## config.mk

```make
export PLATFORM = sky130hd
export DESIGN_NAME = lphm_front
export DESIGN_NICKNAME = d
export VERILOG_FILES = /design/src/rtl/lphm_pkg.sv /design/src/rtl/lphm_front.sv
export SDC_FILE = /design/constraint.sdc
export NUM_CORES = 1
export LEC_CHECK = 0
export BUFFER_PORTS_ARGS = -buffer_cell sky130_fd_sc_hd__buf_4
export CORE_ASPECT_RATIO = 0.6
export CORE_MARGIN = 5
export CORE_UTILIZATION = 39
export DETAILED_ROUTE_END_ITERATION = 8
export PLACE_DENSITY = 0.7
export SYNTH_ARGS = -nofsm -noshare
export SYNTH_HDL_FRONTEND = slang
export SYNTH_SLANG_ARGS = --single-unit
```

## constraint.sdc

```tcl
create_clock -name clk -period 4.45 [get_ports clk]
set_clock_uncertainty 0.15 [all_clocks]
set_input_delay 0.2225 -clock clk [delete_from_list [all_inputs] [get_ports clk]]
set_output_delay 0.2225 -clock clk [all_outputs]
set_load 0.02 [all_outputs]
```

## src/rtl/lphm_pkg.sv

```systemverilog
package lphm_pkg;

  // field widths
  localparam int KEY_W = 16;
  localparam int VAL_W = 16;
  localparam int CMD_W = 2;

  // command codes
  localparam logic [CMD_W-1:0] CMD_INSERT = 2'd0;
  localparam logic [CMD_W-1:0] CMD_DELETE = 2'd1;
  localparam logic [CMD_W-1:0] CMD_LOOKUP = 2'd2;

  // hash multiplier and product width (14-bit constant times 16-bit key)
  localparam int               PROD_W    = 30;
  localparam logic [13:0]      HASH_MULT = 14'd9649;

  // table entry: {used, key, value}
  localparam int ENTRY_W = 1 + KEY_W + VAL_W;

  // request queue between front and back
  localparam int Q_DEPTH = 4;
  localparam int Q_PTR_W = 2;
  localparam int Q_CNT_W = 3;

  typedef struct packed {
    logic [CMD_W-1:0] cmd;
    logic [KEY_W-1:0] key;
    logic [VAL_W-1:0] value;
  } lphm_req_t;

endpackage

```

## src/rtl/lphm_front.sv

```systemverilog
module lphm_front
  import lphm_pkg::*;
#(
  parameter int TABLE_SLOTS = 1024,
  parameter int SLOT_W      = 10
) (
  input  logic              clk,
  input  logic              rst_n,
  input  logic              hold,
  input  logic              req_valid,
  output logic              req_ready,
  input  lphm_req_t         req_in,
  output logic              q_valid,
  input  logic              q_ready,
  output lphm_req_t         q_req,
  output logic [SLOT_W-1:0] q_hash
);

  localparam int REM_W  = SLOT_W + 1;
  localparam int FULL_W = 2 * PROD_W;

  // floor(2^PROD_W / TABLE_SLOTS); the estimated quotient is low by at most one
  localparam logic [PROD_W-1:0] RECIP   = PROD_W'((64'd1 << PROD_W) / 64'(TABLE_SLOTS));
  localparam logic [PROD_W-1:0] SLOTS_P = PROD_W'(TABLE_SLOTS);

  typedef enum logic [2:0] {F_IDLE, F_QUO, F_REM, F_FIX, F_PUSH} fstate_t;

  fstate_t                state_r, state_nxt;
  lphm_req_t              req_r, req_nxt;
  logic [PROD_W-1:0]      prod_r, prod_nxt;
  logic [PROD_W-1:0]      quo_r, quo_nxt;
  logic [REM_W-1:0]       rem_raw_r, rem_raw_nxt;
  logic [SLOT_W-1:0]      rem_r, rem_nxt;
  logic [FULL_W-1:0]      quo_full;
  logic [PROD_W-1:0]      diff;

  assign req_ready = (state_r == F_IDLE) && !hold;
  assign q_valid   = (state_r == F_PUSH);
  assign q_req     = req_r;
  assign q_hash    = rem_r;

  // start slot = product mod TABLE_SLOTS: reciprocal quotient, remainder, one correction
  assign quo_full = FULL_W'(prod_r) * FULL_W'(RECIP);
  assign diff     = prod_r - quo_r * SLOTS_P;

  always_comb begin
    state_nxt   = state_r;
    req_nxt     = req_r;
    prod_nxt    = prod_r;
    quo_nxt     = quo_r;
    rem_raw_nxt = rem_raw_r;
    rem_nxt     = rem_r;
    unique case (state_r)
      F_IDLE: begin
        if (req_valid && req_ready) begin
          req_nxt   = req_in;
          prod_nxt  = PROD_W'(HASH_MULT) * PROD_W'(req_in.key);
          state_nxt = F_QUO;
        end
      end
      F_QUO: begin
        quo_nxt   = quo_full[FULL_W-1:PROD_W];
        state_nxt = F_REM;
      end
      F_REM: begin
        // remainder is below twice the table size, so the low bits suffice
        rem_raw_nxt = diff[REM_W-1:0];
        state_nxt   = F_FIX;
      end
      F_FIX: begin
        if (rem_raw_r >= REM_W'(TABLE_SLOTS)) begin
          rem_nxt = SLOT_W'(rem_raw_r - REM_W'(TABLE_SLOTS));
        end else begin
          rem_nxt = SLOT_W'(rem_raw_r);
        end
        state_nxt = F_PUSH;
      end
      F_PUSH: begin
        if (q_ready) begin
          state_nxt = F_IDLE;
        end
      end
      default: state_nxt = F_IDLE;
    endcase
  end

  // state and datapath registers
  always_ff @(posedge clk) begin
    if (!rst_n) begin
      state_r <= F_IDLE;
    end else begin
      state_r <= state_nxt;
    end
    req_r     <= req_nxt;
    prod_r    <= prod_nxt;
    quo_r     <= quo_nxt;
    rem_raw_r <= rem_raw_nxt;
    rem_r     <= rem_nxt;
  end

endmodule

```

### Word level (Yosys, flattened, before mapping)

Index checks and enable logic that the tools add are counted.

| storage, ports and cells | value |
|---|---|
| register bits after elaboration | 70 |
| input port bits | 39 |
| word-level logic and storage cells | 28 |

| operators by class | value |
|---|---|
| add/subtract/negate cells | 2 |
| $mul | 1 |
| order comparisons | 1 |
| equal/unequal tests | 6 |
| muxes and demuxes | 4 |
| reductions and logical operators | 6 |

Operators by type and width:

| operator | number |
|---|---|
| multiplier 14 x 16 -> 11 bit (first input constant) | 1 |
| one-hot mux 3 bit (5 select lines) | 1 |
| >= comparator 11 bit (second input constant) | 1 |
| subtractor 11 bit | 1 |
| two-way mux 10 bit | 1 |
| subtractor 10 x 1 -> 10 bit (second input constant) | 1 |
| == test 3 x 2 -> 1 bit (second input constant) | 2 |
| two-way mux 3 bit | 2 |
| != test 2 x 1 -> 1 bit (second input constant) | 2 |
| AND reduction 2 bit | 2 |
| == test 3 x 1 -> 1 bit (second input constant) | 1 |
| == test 3 bit (second input constant) | 1 |
| zero test 3 bit | 1 |
| logical AND 1 bit | 2 |
| zero test 1 bit | 1 |

### Longest topological paths before layout

| logic depth | value |
|---|---|
| depth in word-level cells | 5 |
| depth in mapped cells | 11 |

### Worst setup path after synthesis

OpenSTA, ideal clock, no wires.

| path | value |
|---|---|
| path kind | in2reg |
| start point | input req_in[17] (netlist name) |
| end point | register prod_r[9] (data pin) |
| setup time | 260 ps |
| arrival time | 2,478 ps |
| path slack | 1,562 ps |
| cell stages on the path | 9 |
| buffers on the path | 0 |
| cells stage by stage | ha_1 -> ha_1 -> ha_1 -> fa_1 -> ha_1 -> ha_1 -> a21oi_1 -> xnor2_1 -> xnor2_1 |

| on the way | value |
|---|---|
| cells in the longest elaborated chain, start to end | 1 |

Ends and longest elaborated chain:

| item | line | source |
|---|---|---|
| from (decl) | lphm_front.sv:12 | `input lphm_req_t req_in,` |
| multiplier 14 x 16 -> 11 bit | lphm_front.sv:57 | `prod_nxt = PROD_W'(HASH_MULT) * PROD_W'(req_in.key);` |
| to (signal assigned) | lphm_front.sv:95 | `prod_r <= prod_nxt;` |
| to (decl) | lphm_front.sv:30 | `logic [PROD_W-1:0] prod_r, prod_nxt;` |

Every way passes these cells.
A chain may end at the register's enable or synchronous reset.

### Worst setup path after layout

Ends and elaborated chain as after synthesis.

==> reports/qor.txt <==
run status -> finished clean
leakage -> 1.54 nW
WL met2 -> 1.99 mm
Final Hold Fails -> 0
Initial Utilization -> 40.1%
finished layout cell area -> 0.00375 mm2
kind of critical path -> primary input to flip-flop
Pwr Total -> 1.55 mW
die height -> 71.2 um
CP Launch Type -> primary input
Max clock buf depth -> 2
crit path max fanout -> 5
final cycle utilization of the critical path -> 75.1%
final setup violation count -> 0
Slew Limit Fails -> 0
fillers -> 468
mapped cell area -> 0.00244 mm2
pwr/cell area -> 413 mW/mm2
Area growth syn-to-layout -> 53.7%
Yosys reg bits -> 63
Worst setup EP type -> flip-flop
sum of negative setup slack -> 0 ns
Final GP Congestion -> 0.764
met1 WL -> 2.32 mm
Antenna Nets Post-Route -> 0
YS warnings -> 0
die width -> 112 um
critical path arrival -> 3.27 ns
clock period minus worst slack -> 3.34 ns
DP HPWL -> 3.41 mm
CTS tree -> done
routed vias/inst -> 4.21
Syn Nets -> 189
post-synthesis sequential area ratio -> 76.4%
Vias -> 1452
IO Port Bufs -> 84
slowest cell delay on critical path -> 0.54 ns
Avg WL per Cell -> 14.1 um
total grt overflow -> 0
Clock transition at path regs -> 0.07 ns
Die ar. -> 0.00798 mm2
Num CTS Buffers -> 9
boundary pin count -> 85
relative slew slack -> 38.2%
maxcap violations -> 0
Sink Count -> 63
CP max-delay cell -> dlygate4sd3_1
Worst EP required -> 4.38 ns
worst skew pair latency -> 0.33 ns
Max IR drop VDD -> 0.240 mV
first-pass GRT wire length -> 7.76 mm
Fin Hold WS -> 0.0482 ns
Core Box Area -> 0.00608 mm2
vias in the first global route -> 1481
worst path cell trace -> dlygate4sd3_1, buf_4, ha_1, ha_1, ha_1, fa_1, ha_1, ha_1, a21oi_1, xnor2_1, xnor2_1
Root Driver -> clkbuf_8
pin count of the biggest net entering global routing -> 41
Max Clock Freq -> 0.299 GHz
uppermost layer routed -> met4
DRT Pass-1 Iters -> 4
placed cell area -> 0.00315 mm2
post-synthesis cell count -> 129
layout cells sized above 1 -> 39.1%
Worst Tran Pin Value -> 0.928 ns
H-tree Lvls -> 3
gr usage total -> 12.7%
total routed wirelength -> 4.85 mm
Antenna Cells -> 0
met3 wire length -> 516 um
Post-Syn Area per Cell -> 18.9 um2
initial antenna violation count -> 0
RSZ-0062 raised after global routing -> false
DRC -> 0
worst min path class -> primary input to flip-flop
site row count -> 22
Starting DRT DRC Count -> 51
Final #Nets -> 316
post-synth cell types -> 17
cts repair resizes -> 0
crit-path most repeated cell -> ha_1
[metal layers]
metal / up-vias / global-route usage (%)
li1: 717 / -
met1: 667 / 17.1
met2: 66 / 17.9
met3: 2 / 7.26
met4: 0 / 2.80
met5: - / 0
[placed cells by master (no fill, tap or decap), types with 2 or more instances in the layout]
master	count
dlygate4sd3_1	35
edfxtp_1	60
ha_1	17
bufinv_16	3
fa_1	4
inv_1	15
clkbuf_8	9
dfxtp_1	3
nor3b_1	3
xnor2_1	13
a21oi_1	2
buf_4	85
[worst paths after layout]
check	from	endpoint	slack [ns]	cells past startpoint
min reg2reg	rem_raw_r[0]$_DFFE_PN_	q_hash[0]$_DFFE_PP_	0.27	0
min	q_ready	state_r[2]$_SDFFE_PN0P_	0.05	3
max reg2reg	state_r[0]$_SDFFE_PN0P_	q_req[6]$_DFFE_PP_	2.35	2
max	req_in[17]	prod_r[9]$_DFFE_PP_	1.11	11
[per-stage QoR]
stage / setup WS [ns] / instances / util [%]
after floorplan: 1.56 / 129 / -
after global placement: 1.33 / 294 / 51.8
after detailed placement: 1.31 / 294 / 51.8
after CTS: 1.10 / 345 / 61.6
after global routing: 0.968 / 345 / 61.6
final: 1.11 / 345 / 61.6
[logic make-up after synthesis]
logic type,count (synthesis),synth area share [%]
compound gates,4,1.03
xor+xnor,13,4.67
fa+ha+maj,21,12.0
buf+inv,19,3.54
flops,63,76.4
simple gates,9,2.36
[what timing repair did]
action,4_1_cts,5_1_grt
endpoints found under the hold margin,35,0
buffers inserted,0,0
hold buffers,35,0
[layout make-up]
type | instances | area, um2 | share of cell area (%)
clock buffers | 9 | 124 | 3.31
clock inverters | 7 | 120 | 3.21
inverters | 15 | 56.3 | 1.50
multi-input cells | 47 | 490 | 13.1
flip-flops and latches | 63 | 1860 | 49.7
well taps | 84 | 105 | 2.81
repair buffers | 120 | 988 | 26.4
[flip-flops by register name, indices dropped and copies added, names as in the netlist]
signal and flops:
q_hash 10, rem_raw_r 10, q_req 34, state_r 3, prod_r 6
[synthesized netlist by cell type]
| cell | instances | area share, % |
|---|---|---|
| buf_4 | 4 | 1.2 |
| nor4b_1 | 1 | 0.36 |
| nor4_1 | 1 | 0.26 |
| and2_1 | 1 | 0.26 |
| nor3b_1 | 3 | 0.92 |
| a21o_1 | 1 | 0.31 |
| ha_1 | 17 | 8.7 |
| xnor2_1 | 13 | 4.7 |
| dfxtp_1 | 3 | 2.5 |
| nand2_1 | 1 | 0.15 |
| fa_1 | 4 | 3.3 |
| nor2_1 | 1 | 0.15 |
| nor2b_1 | 1 | 0.26 |
| o21a_1 | 1 | 0.31 |
| inv_1 | 15 | 2.3 |
| a21oi_1 | 2 | 0.41 |
| edfxtp_1 | 60 | 74 |
[power breakdown]
group / leakage, nW / switching [mW] / total [mW] / internal [mW]
clock network: 0.120 / 0.221 / 0.595 / 0.374
registers: 0.577 / 0.0118 / 0.714 / 0.702
logic: 0.847 / 0.115 / 0.239 / 0.124
[worst max-delay path, delay by kind of cell]
family	cells	cell delay, ns
xor+xnor	2	0.23
buf+inv	2	0.70
fa+ha+maj	6	1.95
compound gates	1	0.17
Note: power is estimated with default switching activity, not from simulation.
